## src/hdl/assert_macros.svh

```systemverilog
// Assertion macros shared by the RTL of the tagged header parser.
// Depends on a clock named clk and an active-low reset named arst_n in the user.
// Define NO_ASSERTIONS to compile the checks away.
`ifndef ASSERT_MACROS_SVH
`define ASSERT_MACROS_SVH

`ifndef NO_ASSERTIONS

// Same-cycle implication, disabled while in reset.
`define CHK_SAME(lbl, ante, cons, msg) \
	lbl: assert property (@(posedge clk) disable iff (!arst_n) (ante) |-> (cons)) \
		else $error(msg);

// Next-cycle implication, disabled while in reset.
`define CHK_NEXT(lbl, ante, cons, msg) \
	lbl: assert property (@(posedge clk) disable iff (!arst_n) (ante) |=> (cons)) \
		else $error(msg);

`else

`define CHK_SAME(lbl, ante, cons, msg)
`define CHK_NEXT(lbl, ante, cons, msg)

`endif

`endif

```

## src/hdl/thpl_pkg.sv

```systemverilog
// Package for the tagged header parser and lookup block.
// Holds table sizing, status and phase codes, and the request and result structs.
// No dependencies.
package thpl_pkg;

	localparam int MAX_TAGS = 16;
	localparam int CNT_W    = $clog2(MAX_TAGS + 1);
	localparam int IDX_W    = (MAX_TAGS > 1) ? $clog2(MAX_TAGS) : 1;

	localparam logic [15:0] MIN_MSG_BYTES = 16'd12;

	localparam logic OP_PARSE  = 1'b0;
	localparam logic OP_LOOKUP = 1'b1;

	localparam logic KIND_PARSE  = 1'b0;
	localparam logic KIND_LOOKUP = 1'b1;

	localparam logic [1:0] STAT_OK       = 2'd0;
	localparam logic [1:0] STAT_BADARG   = 2'd1;
	localparam logic [1:0] STAT_FORMAT   = 2'd2;
	localparam logic [1:0] STAT_NOTFOUND = 2'd3;

	localparam logic [1:0] PH_IDLE = 2'd0;
	localparam logic [1:0] PH_OFFS = 2'd1;
	localparam logic [1:0] PH_TAGS = 2'd2;

	typedef struct packed {
		logic        opcode;
		logic        first_word;
		logic [31:0] msg_word;
		logic [15:0] msg_bytes;
		logic [31:0] query_tag;
	} req_t;

	typedef struct packed {
		logic        result_kind;
		logic [1:0]  status;
		logic [4:0]  tag_count;
		logic [15:0] field_offset;
		logic [15:0] field_length;
	} res_t;

endpackage

```

## src/hdl/tagged_header_parser_lookup.sv

```systemverilog
// Tagged header parser and lookup: one request at a time, busy while it works.
// Parse word: accepted, executed in the next cycle (busy in that cycle), result
// strobe (done) in the cycle after that, but only on the last tag word or an error.
// A new word is taken only after the last one executed. Lookup: the table walk uses
// one registered memory read and one tag compare per entry (read, then compare state).
// Results cannot be stalled. arst_n clears the table count and the parser phase.
module tagged_header_parser_lookup (
	input  logic           clk,
	input  logic           arst_n,
	input  logic           start,
	input  thpl_pkg::req_t req,
	output logic           busy,
	output logic           done,
	output thpl_pkg::res_t result
);
	import thpl_pkg::*;

	`include "assert_macros.svh"

	// Sequencer codes
	localparam logic [1:0] S_IDLE   = 2'd0;
	localparam logic [1:0] S_PARSE  = 2'd1;
	localparam logic [1:0] S_LK_RD  = 2'd2;
	localparam logic [1:0] S_LK_CMP = 2'd3;

	logic [1:0]       state_q, state_d;
	logic             done_q, done_d;
	res_t             res_q, res_d;
	req_t             req_q;

	// Parser and table bookkeeping
	logic [CNT_W-1:0] valid_q, valid_d;
	logic [CNT_W-1:0] pending_q, pending_d;
	logic [CNT_W-1:0] wi_q, wi_d;
	logic [1:0]       phase_q, phase_d;
	logic [15:0]      saved_q, saved_d;
	logic [15:0]      last_off_q, last_off_d;
	logic [31:0]      prev_tag_q, prev_tag_d;
	logic [CNT_W-1:0] scan_q, scan_d;

	// Table memories: one write port and one registered read port each
	logic [31:0] tag_mem [MAX_TAGS];
	logic [15:0] off_mem [MAX_TAGS];
	logic [15:0] len_mem [MAX_TAGS];
	logic [31:0] tag_rd_q;
	logic [15:0] off_rd_q;
	logic [15:0] len_rd_q;

	logic             tag_we, off_we, len_we;
	logic [IDX_W-1:0] tag_wa, off_wa, len_wa;
	logic [31:0]      tag_wd;
	logic [15:0]      off_wd, len_wd;

	// Parse step outcome
	logic             p_fail;
	logic [1:0]       p_stat;
	logic             p_ok;
	logic             p_upd;

	// Shared arithmetic for the parse step
	logic [CNT_W+2:0] hlen;
	logic [32:0]      off_sum;
	logic [CNT_W-1:0] wi_inc;
	logic [CNT_W-1:0] last_cnt;
	logic [CNT_W:0]   wi_plus2;
	logic             tag_hit;

	assign hlen     = {req_q.msg_word[CNT_W-1:0], 3'b000};
	assign off_sum  = 33'(req_q.msg_word) + 33'({pending_q, 3'b000});
	assign wi_inc   = wi_q + CNT_W'(1);
	assign last_cnt = pending_q - CNT_W'(1);
	assign wi_plus2 = (CNT_W+1)'(wi_q) + (CNT_W+1)'(2);
	assign tag_hit  = (tag_rd_q == req_q.query_tag);

	// One parse word: validate against the running header state and pick
	// the table writes. Applied only in the execute cycle.
	always_comb begin
		wi_d       = wi_q;
		phase_d    = phase_q;
		pending_d  = pending_q;
		valid_d    = valid_q;
		saved_d    = saved_q;
		last_off_d = last_off_q;
		prev_tag_d = prev_tag_q;
		p_fail     = 1'b0;
		p_stat     = STAT_FORMAT;
		p_ok       = 1'b0;
		tag_we     = 1'b0;
		off_we     = 1'b0;
		len_we     = 1'b0;
		tag_wa     = wi_q[IDX_W-1:0];
		off_wa     = '0;
		len_wa     = wi_q[IDX_W-1:0];
		tag_wd     = req_q.msg_word;
		off_wd     = off_sum[15:0];
		len_wd     = off_sum[15:0] - last_off_q;

		if (req_q.first_word) begin
			// New message: drop any running parse and empty the table.
			valid_d = '0;
			saved_d = req_q.msg_bytes;
			if (req_q.msg_bytes < MIN_MSG_BYTES || req_q.msg_bytes[1:0] != 2'b00) begin
				p_fail = 1'b1;
				p_stat = STAT_BADARG;
			end else if (req_q.msg_word == 32'd0 || req_q.msg_word > 32'(MAX_TAGS) ||
			             16'(hlen) > req_q.msg_bytes) begin
				p_fail = 1'b1;
				p_stat = STAT_FORMAT;
			end else begin
				pending_d  = req_q.msg_word[CNT_W-1:0];
				last_off_d = 16'(hlen);
				off_we     = 1'b1;
				off_wa     = '0;
				off_wd     = 16'(hlen);
				wi_d       = '0;
				phase_d    = (req_q.msg_word > 32'd1) ? PH_OFFS : PH_TAGS;
			end
		end else begin
			case (phase_q)
				PH_OFFS: begin
					if (wi_inc >= CNT_W'(MAX_TAGS) || wi_q >= CNT_W'(MAX_TAGS)) begin
						p_fail = 1'b1;
					end else if (req_q.msg_word[1:0] != 2'b00 ||
					             off_sum < 33'(last_off_q) || off_sum > 33'(saved_q)) begin
						p_fail = 1'b1;
					end else begin
						off_we     = 1'b1;
						off_wa     = wi_inc[IDX_W-1:0];
						len_we     = 1'b1;
						len_wa     = wi_q[IDX_W-1:0];
						last_off_d = off_sum[15:0];
						if (wi_plus2 >= {1'b0, pending_q}) begin
							wi_d    = '0;
							phase_d = PH_TAGS;
						end else begin
							wi_d = wi_inc;
						end
					end
				end
				PH_TAGS: begin
					if (wi_q >= CNT_W'(MAX_TAGS)) begin
						p_fail = 1'b1;
					end else if (wi_q != '0 && req_q.msg_word <= prev_tag_q) begin
						p_fail = 1'b1;
					end else begin
						tag_we     = 1'b1;
						prev_tag_d = req_q.msg_word;
						if (wi_inc < pending_q) begin
							wi_d = wi_inc;
						end else if (pending_q == '0) begin
							p_fail = 1'b1;
						end else begin
							// Last tag: close the final field at the message end.
							len_we  = 1'b1;
							len_wa  = last_cnt[IDX_W-1:0];
							len_wd  = saved_q - last_off_q;
							valid_d = pending_q;
							phase_d = PH_IDLE;
							wi_d    = '0;
							p_ok    = 1'b1;
						end
					end
				end
				default: begin
					// Stray word while idle: drop it.
				end
			endcase
		end

		if (p_fail) begin
			valid_d = '0;
			phase_d = PH_IDLE;
			wi_d    = '0;
		end
	end

	// Sequencer: accept, execute a parse step, or walk the table.
	always_comb begin
		state_d = state_q;
		done_d  = 1'b0;
		res_d   = res_q;
		scan_d  = scan_q;
		p_upd   = 1'b0;

		case (state_q)
			S_IDLE: begin
				if (start) begin
					scan_d  = '0;
					state_d = (req.opcode == OP_LOOKUP) ? S_LK_RD : S_PARSE;
				end
			end
			S_PARSE: begin
				p_upd   = 1'b1;
				state_d = S_IDLE;
				if (p_fail || p_ok) begin
					done_d             = 1'b1;
					res_d.result_kind  = KIND_PARSE;
					res_d.status       = p_ok ? STAT_OK : p_stat;
					res_d.tag_count    = p_ok ? 5'(pending_q) : 5'd0;
					res_d.field_offset = 16'd0;
					res_d.field_length = 16'd0;
				end
			end
			S_LK_RD: begin
				// Read of entry scan_q lands in the read registers at this edge.
				if (scan_q >= valid_q) begin
					done_d             = 1'b1;
					res_d.result_kind  = KIND_LOOKUP;
					res_d.status       = STAT_NOTFOUND;
					res_d.tag_count    = 5'd0;
					res_d.field_offset = 16'd0;
					res_d.field_length = 16'd0;
					state_d            = S_IDLE;
				end else begin
					state_d = S_LK_CMP;
				end
			end
			S_LK_CMP: begin
				if (tag_hit) begin
					done_d             = 1'b1;
					res_d.result_kind  = KIND_LOOKUP;
					res_d.status       = STAT_OK;
					res_d.tag_count    = 5'd0;
					res_d.field_offset = off_rd_q;
					res_d.field_length = len_rd_q;
					state_d            = S_IDLE;
				end else begin
					scan_d  = scan_q + CNT_W'(1);
					state_d = S_LK_RD;
				end
			end
			default: begin
				state_d = S_IDLE;
			end
		endcase
	end

	// Control state
	always_ff @(posedge clk or negedge arst_n) begin
		if (!arst_n) begin
			state_q   <= S_IDLE;
			done_q    <= 1'b0;
			valid_q   <= '0;
			pending_q <= '0;
			wi_q      <= '0;
			phase_q   <= PH_IDLE;
			saved_q   <= '0;
			scan_q    <= '0;
		end else begin
			state_q <= state_d;
			done_q  <= done_d;
			scan_q  <= scan_d;
			if (p_upd) begin
				valid_q   <= valid_d;
				pending_q <= pending_d;
				wi_q      <= wi_d;
				phase_q   <= phase_d;
				saved_q   <= saved_d;
			end
		end
	end

	// Payload registers: hold the request, the result and the parse history.
	always_ff @(posedge clk) begin
		if (state_q == S_IDLE && start) begin
			req_q <= req;
		end
		res_q <= res_d;
		if (p_upd) begin
			last_off_q <= last_off_d;
			prev_tag_q <= prev_tag_d;
		end
	end

	// Table memories
	always_ff @(posedge clk) begin
		if (p_upd && tag_we) begin
			tag_mem[tag_wa] <= tag_wd;
		end
		if (p_upd && off_we) begin
			off_mem[off_wa] <= off_wd;
		end
		if (p_upd && len_we) begin
			len_mem[len_wa] <= len_wd;
		end
		tag_rd_q <= tag_mem[scan_q[IDX_W-1:0]];
		off_rd_q <= off_mem[scan_q[IDX_W-1:0]];
		len_rd_q <= len_mem[scan_q[IDX_W-1:0]];
	end

	assign busy   = (state_q != S_IDLE);
	assign done   = done_q;
	assign result = res_q;

	// A result only appears once the sequencer is back at rest.
	`CHK_SAME(a_done_idle, done_q, !busy, "result strobe while busy")
	// Every accepted request makes the block busy in the next cycle.
	`CHK_NEXT(a_accept_busy, start && !busy, busy, "accepted request did not go busy")
	// A successful parse always reports a nonzero tag count.
	`CHK_SAME(a_ok_count, done_q && res_q.result_kind == KIND_PARSE &&
		res_q.status == STAT_OK, res_q.tag_count != 5'd0, "parse ok with zero tags")
	// The recorded tag count never exceeds the table size.
	`CHK_SAME(a_valid_max, 1'b1, valid_q <= CNT_W'(MAX_TAGS), "table count overflow")

endmodule
```

## config.mk

```make
export PLATFORM = sky130hd
export DESIGN_NAME = tagged_header_parser_lookup
export DESIGN_NICKNAME = d
export VERILOG_FILES = /design/src/hdl/thpl_pkg.sv /design/src/hdl/tagged_header_parser_lookup.sv
export VERILOG_INCLUDE_DIRS = /design/src /design/src/hdl
export SDC_FILE = /design/constraint.sdc
export NUM_CORES = 1
export LEC_CHECK = 0
export BUFFER_PORTS_ARGS = -buffer_cell sky130_fd_sc_hd__buf_2
export CORE_ASPECT_RATIO = 1.5
export CORE_MARGIN = 4
export CORE_UTILIZATION = 45
export DETAILED_ROUTE_END_ITERATION = 7
export GPL_ROUTABILITY_DRIVEN = 0
export PLACE_DENSITY_LB_ADDON = 0.2
export SYNTH_ARGS = -nofsm -noshare
export SYNTH_HDL_FRONTEND = slang
export SYNTH_SLANG_ARGS = --single-unit
```

## constraint.sdc

```tcl
create_clock -name clk -period 10.8 [get_ports clk]
set_input_delay 1.62 -clock clk [delete_from_list [all_inputs] [get_ports clk]]
set_output_delay 1.62 -clock clk [all_outputs]
set_load 0.05 [all_outputs]
```

==> results of run 1 <==
-- layout make-up --
| type | instances | area (sq um) |
|---|---|---|
| flip-flops and latches | 1298 | 38100 |
| multi-input cells | 1195 | 14000 |
| well taps | 1550 | 1940 |
| clock buffers | 148 | 3220 |
| fillers | 9254 | 55900 |
| clock inverters | 82 | 1010 |
| inverters | 110 | 413 |
| repair buffers | 227 | 1400 |
-- worst paths after layout --
kind	slack [ns]	depth (start not counted)	from	endpoint
worst max-delay path	4.85	14	tag_wd[5]	off_mem[0][15]
worst min-delay path	0.54	1	off_rd_q[4]	result[20]
worst max register to register	4.85	14	tag_wd[5]	off_mem[0][15]
worst min register to register	0.54	1	off_rd_q[4]	result[20]
max in group asynchronous	9.22	2	arst_n	scan_q[0]
min in group asynchronous	1.03	2	arst_n	saved_q[8]
-- stage by stage --
stage,area [sq um],worst slack (ns),hold slack [ns],power (mW),util
global placement,55900,4.95,0.523,6.88,0.481
finish,60100,4.85,0.542,11.3,0.518
CTS,60100,4.81,0.544,11.4,0.518
floorplan,52500,1.40,0.478,6.53,-
detailed placement,55900,4.83,0.526,6.90,0.481
global route,60100,4.32,0.564,11.7,0.518
-- cell families (layout without fill, tap and decap cells) --
group / count (synthesis) / in the layout / synth area share
XOR/XNOR: 90 / 90 / 0.0150
AND/OR/NAND/NOR: 394 / 394 / 0.0397
adder cells (fa/ha/maj): 117 / 117 / 0.0283
AO/OA/AOI/OAI: 246 / 246 / 0.0322
flip-flops: 1298 / 1298 / 0.726
buffers and inverters: 219 / 567 / 0.0161
multiplexers: 348 / 348 / 0.143
-- flip-flops by register name (all words and copies together), names as in the netlist, 32 cells and up --
name,cells
result,40
off_mem,256
len_mem,256
prev_tag_q,32
req_q,49
tag_rd_q,32
tag_wd,32
tag_mem,512
-- power groups by stage --
stage	clock, mW	sequential (mW)	combinational (mW)
2_1_floorplan	0	5.88	0.652
3_3_place_gp	0	5.85	1.04
3_5_place_dp	0	5.85	1.05
4_1_cts	4.59	5.74	1.06
5_1_grt	4.80	5.75	1.14
6_report	4.50	5.74	1.04
-- cell usage in the layout (no fill, tap or decap), types with 11 or more instances in the layout --
master	n
a2111oi_2	16
a21o_1	16
a21oi_1	63
and3_1	46
buf_2	126
buf_4	100
bufinv_16	20
clkbuf_1	18
clkbuf_16	121
clkinv_1	19
clkinv_2	17
dfrtp_1	37
dfxtp_1	64
edfxtp_1	1193
ha_1	114
inv_1	109
mux2_2	17
mux4_2	320
nand2_1	81
nand2b_1	15
nand3_1	23
nand4_1	27
nor2_1	58
nor2_4	11
nor2b_1	18
nor3_1	30
nor3_2	19
nor4_1	17
o21a_1	14
o21ai_0	42
xnor2_1	68
xor2_1	15
-- layer usage --
layer | vias to the layer above | global-route usage
li1 | 11519 | -
met2 | 781 | 0.371
met3 | 184 | 0.0225
met5 | - | 0
met4 | 0 | 0.0682
met1 | 14176 | 0.269
-- worst max-delay path, cell delays in order (launching register included) --
cell and delay [ns]:
edfxtp_1 0.67, ha_1 0.40, a211oi_1 0.31, o21bai_1 0.13, a21oi_1 0.33, nor2_1 0.16
xnor2_1 0.28, ha_1 0.31, a2111oi_0 0.40, o21ai_0 0.15, o31a_1 0.34, nor4_1 0.28
and4b_2 0.35, nand4bb_1 0.49, o32ai_4 0.95
==> flow_summary_export.csv, run 1 <==
group,metric,value,unit
status,outcome,"finished, final reports clean",
layout,final_cells,4610,
power_and_ir_drop,switchingPower,2.61,mW
power_and_ir_drop,pwr-share-comb,0.092,
drt,first_pass_iters,5,
floorplanning,num_rows,153,
timing,period_needed,5.95,ns
timing,relSlewSlack,0.172,
synth,synthArstFlopShare,0.0316,
power_and_ir_drop,p_clk_frac,0.399,
global_routing,grt_overflow_total,0,
floorplanning,initial_core_util,0.453,
synth,ys_ff_latch,1298,
synth,yosysSeqAreaShare,0.726,
timing,tightest_slew,1.23,ns
critical_path,path_class,"reg2reg",
synth,yosys.area.top_type,"edfxtp_1",
clocking,cts_buffers,120,
floorplanning,coreArea,116000,sq um
power_and_ir_drop,seq_power_share,0.509,
drt,drt-met1-wl,51300,microns
timing,rsz0062_at_grt,"no",
place,dp_hpwl,79100,microns
layout,syn2layout_area_growth,14.4,%
timing,slew_viol_final,0,
clocking,clkSlewWorstSetupHoldPaths,0.07,ns
clocking,cts_buffer_depth,3,
timing,setup_viol,0,
critical_path,critPathCaptureType,"flop",
floorplanning,die_w,287,microns
synth,netlist_instances,2712,
place,dp_cells,4380,
power_and_ir_drop,internal_power,8.67,mW
power_and_ir_drop,leakagePower,19.5,nW
synth,syn_nets,2914,
drt,drcViolationCount,0,
drt,dr_wl_met2,67200,microns
drt,vias,26660,
synth,synth_warnings,0,
critical_path,critical_path_arrival,6.28,ns
floorplanning,die_y,426,microns
power_and_ir_drop,ir_drop,123,uV
layout,drive_gt1_frac,0.275,
global_routing,grt_pass1_vias,27826,
critical_path,required,11.13,ns
floorplanning,dieArea,122000,sq um
drt,route.met3.wl,5190,microns
timing,clock_skew,0.0225,ns
critical_path,cp-start-kind,"flop",
drt,routed.top_layer,"met4",
global_routing,grt_use_total,0.209,
synth,synth_most_common_cell,"edfxtp_1",
synth,synth_edf_count,1193,
synth,synth_cell_type_count,79,
synth,synthTopCellsByArea,"edfxtp_1, mux4_2, ha_1, dfxtp_1, dfrtp_1",
synth,synth_common_cells,"edfxtp_1, mux4_2, ha_1",
layout,diodes,0,
clocking,cts_max_level,3,
power_and_ir_drop,p_per_area,188,nW/um^2
clocking,cts_root_buf,"clkbuf_16",
floorplanning,ioPinCount,127,
timing,hold_viol,0,
worst_hold_path,worstHoldPathType,"reg2reg",
synth,synth_top_area_frac,0.682,
timing,fin_crit_sh,0.551,
drt,vias_per_cell,5.78,
run,drv_cap,0,
timing,setup_tns,0,ns
place,portBuffers,126,
power_and_ir_drop,swShare,0.232,
drt,drtIter0Drc,2583,
clocking,cts_tree,"done",
clocking,cts_hold_buf,0,
drt,routed_wl,128000,microns
clocking,numClockSinks,1298,
clocking,cts_resized,0,
global_routing,antenna_found_initial,1,
global_routing,grt_pass1_wl,187000,microns
global_routing,grt_max_degree,104,
drt,postRouteAntennaNets,0,
clocking,post_cts_buffers,0,
synth,avgSynthCellArea,19.4,sq um
timing,fmax,168,MHz
drt,post_drt_wl_per_cell,27.7,microns
critical_path,critical_path.max_fanout,20,
synth,ys.flop_type,"edfxtp_1",
layout,nets,3154,
clocking,clk_latency,0.73,ns
synth,syn_area,52500,sq um
No activity file was read; power rests on OpenSTA's default activity.
==> run 2, diff against run 1 <==
==> constraint.sdc (replaced) <==
create_clock -name clk -period 4.8 [get_ports clk]
set_input_delay 0.72 -clock clk [delete_from_list [all_inputs] [get_ports clk]]
set_output_delay 0.72 -clock clk [all_outputs]
set_load 0.05 [all_outputs]
==> flow_summary_export.csv, run 2 (synthesis gave the netlist of run 1 again) <==
group,metric,value,unit
status,outcome,"finished, final reports clean",
layout,syn2layout_area_growth,17.8,%
timing,slew_viol_final,0,
timing,period_needed,4.69,ns
clocking,cts_root_buf,"clkbuf_16",
clocking,numClockSinks,1298,
clocking,cts_tree,"done",
timing,relSlewSlack,0.250,
floorplanning,die_w,287,microns
layout,largest_reg_flops,512,
layout,layout_common_cells,"edfxtp_1, mux4_2, buf_2",
place,portBuffers,126,
critical_path,worstSetupPathDepth,20,
timing,hold_viol,0,
critical_path,required,5.24,ns
critical_path,critPathBufInv,5,
run,drv_cap,0,
power_and_ir_drop,pwr-share-comb,0.101,
power_and_ir_drop,leakagePower,20.1,nW
drt,vias_per_cell,5.78,
clocking,cts_buffers,117,
floorplanning,num_rows,153,
power_and_ir_drop,swShare,0.236,
layout,fill_cells,9070,
drt,drtIter0Drc,2712,
layout,final_area,61900,sq um
clocking,clk_latency,0.73,ns
critical_path,r2r_end,"len_mem[11][5]",
critical_path,critPathCapture,"len_mem[11][5]",
drt,vias,27176,
critical_path,timing.critical_path.cells,"ha_2 -> inv_2 -> fa_2 -> nor2b_4 -> o31ai_4 -> nand2_2 -> nand3_2 -> xnor2_2 -> ha_1 -> a2111oi_1 -> o21ai_0 -> o31a_1 -> nor4_2 -> and4b_2 -> buf_12 -> nand2_8 -> buf_4 -> a2111oi_4 -> buf_4 -> clkbuf_16",
global_routing,grt_overflow_total,0,
drt,first_pass_iters,6,
place,dp_hpwl,87500,microns
floorplanning,die_y,426,microns
place,dp_cells,4456,
drt,post_drt_wl_per_cell,29.2,microns
layout,top_register,"tag_mem",
critical_path,cp-start-kind,"flop",
timing,fmax,213,MHz
floorplanning,initial_core_util,0.453,
power_and_ir_drop,p_clk_frac,0.388,
layout,final_cells,4700,
layout,final_common_cell,"edfxtp_1",
critical_path,reg2reg_from,"pending_q[0]",
global_routing,antenna_found_initial,5,
critical_path,critical_path_arrival,5.13,ns
global_routing,grt_max_degree,132,
global_routing,grt_use_total,0.226,
layout,nets,3244,
clocking,cts_buffer_depth,3,
power_and_ir_drop,internal_power,19.3,mW
critical_path,critPathCaptureType,"flop",
critical_path,rrSetupSlack,0.11,ns
critical_path,reg2reg_depth,20,
global_routing,grt_pass1_vias,28329,
layout,final-seq-area,38100,sq um
worst_hold_path,worstHoldPathType,"in2async",
clocking,cts_max_level,3,
layout,reg.largest.list,"tag_mem x512, len_mem x256, off_mem x256",
place,postPlaceCellArea,57500,sq um
clocking,clkSlewWorstSetupHoldPaths,0.07,ns
floorplanning,ioPinCount,127,
drt,drcViolationCount,0,
drt,postRouteAntennaNets,0,
timing,fin_crit_sh,0.976,
floorplanning,dieArea,122000,sq um
global_routing,grt_pass1_wl,199000,microns
timing,whs,0.0985,ns
critical_path,critical_path.max_fanout,10,
critical_path,slowest_stage,"a2111oi_1",
layout,drive_gt1_frac,0.303,
timing,tightest_slew,1.12,ns
critical_path,path_class,"reg2reg",
drt,routed_wl,137000,microns
timing,clock_skew,0.0268,ns
timing,setup_tns,0,ns
power_and_ir_drop,p_per_area,408,nW/um^2
floorplanning,coreArea,116000,sq um
critical_path,startpoint,"pending_q[0]",
power_and_ir_drop,seq_power_share,0.512,
timing,setup_viol,0,
power_and_ir_drop,switchingPower,5.96,mW
clocking,cts_hold_buf,0,
critical_path,cpPeakStageDelay,0.47,ns
power_and_ir_drop,ir_drop,326,uV
critical_path,path_common_cell,"buf_4",
layout,multi_input_area,14300,sq um
critical_path,crit_family,"compound AO/OA/AOI/OAI gates",
run 2: routing by layer:
| metal | GRT usage | wire, microns | vias up |
|---|---|---|---|
| met2 | 0.417 | 75200 | 782 |
| met3 | 0.0250 | 5720 | 194 |
| li1 | - | - | 11717 |
| met5 | 0 | 0 | - |
| met4 | 0.0745 | 4290 | 0 |
| met1 | 0.275 | 52000 | 14483 |
run 2: final cells by class:
type,count,share of cell area
diodes,3,0.000121
clock buffers,152,0.0521
clock inverters,72,0.0141
inverters,110,0.00667
multi-input cells,1195,0.231
flip-flops and latches,1298,0.617
well taps,1550,0.0313
repair buffers,320,0.0478
run 2: power groups by stage:
| stage | Clock, mW | Sequential, mW | Combinational [mW] |
|---|---|---|---|
| floorplan | 0 | 13.2 | 1.49 |
| global placement | 0 | 13.2 | 2.48 |
| detailed placement | 0 | 13.2 | 2.53 |
| CTS | 10.0 | 12.9 | 2.54 |
| global route | 10.5 | 12.9 | 2.73 |
| finish | 9.79 | 12.9 | 2.54 |
run 2: worst min path at each step:
stage               slack (ns)  depth (start not counted)   startpoint      endpoint
floorplan                 0.42                          0       arst_n          done
global placement          0.52                          1  off_rd_q[8]    result[24]
detailed placement        0.52                          2   saved_q[7]    saved_q[7]
CTS                       0.07                          2       arst_n  pending_q[4]
global route              0.13                          2       arst_n    saved_q[0]
finish                     0.1                          2       arst_n    saved_q[0]
run 2: repair_timing:
item	4_1_cts	5_1_grt
setup endpoints to repair	0	554
setup buffers	0	15
resized for setup	0	18
run 2: metrics by stage:
stage                      util  total power, mW  worst slack, ns
final                     0.533             25.2            0.114
after detailed placement  0.495             15.7           0.0548
after CTS                 0.531             25.5           0.0108
after global placement    0.495             15.6            0.147
after floorplan               -             14.7           -0.426
after global routing      0.533             26.1          -0.0557
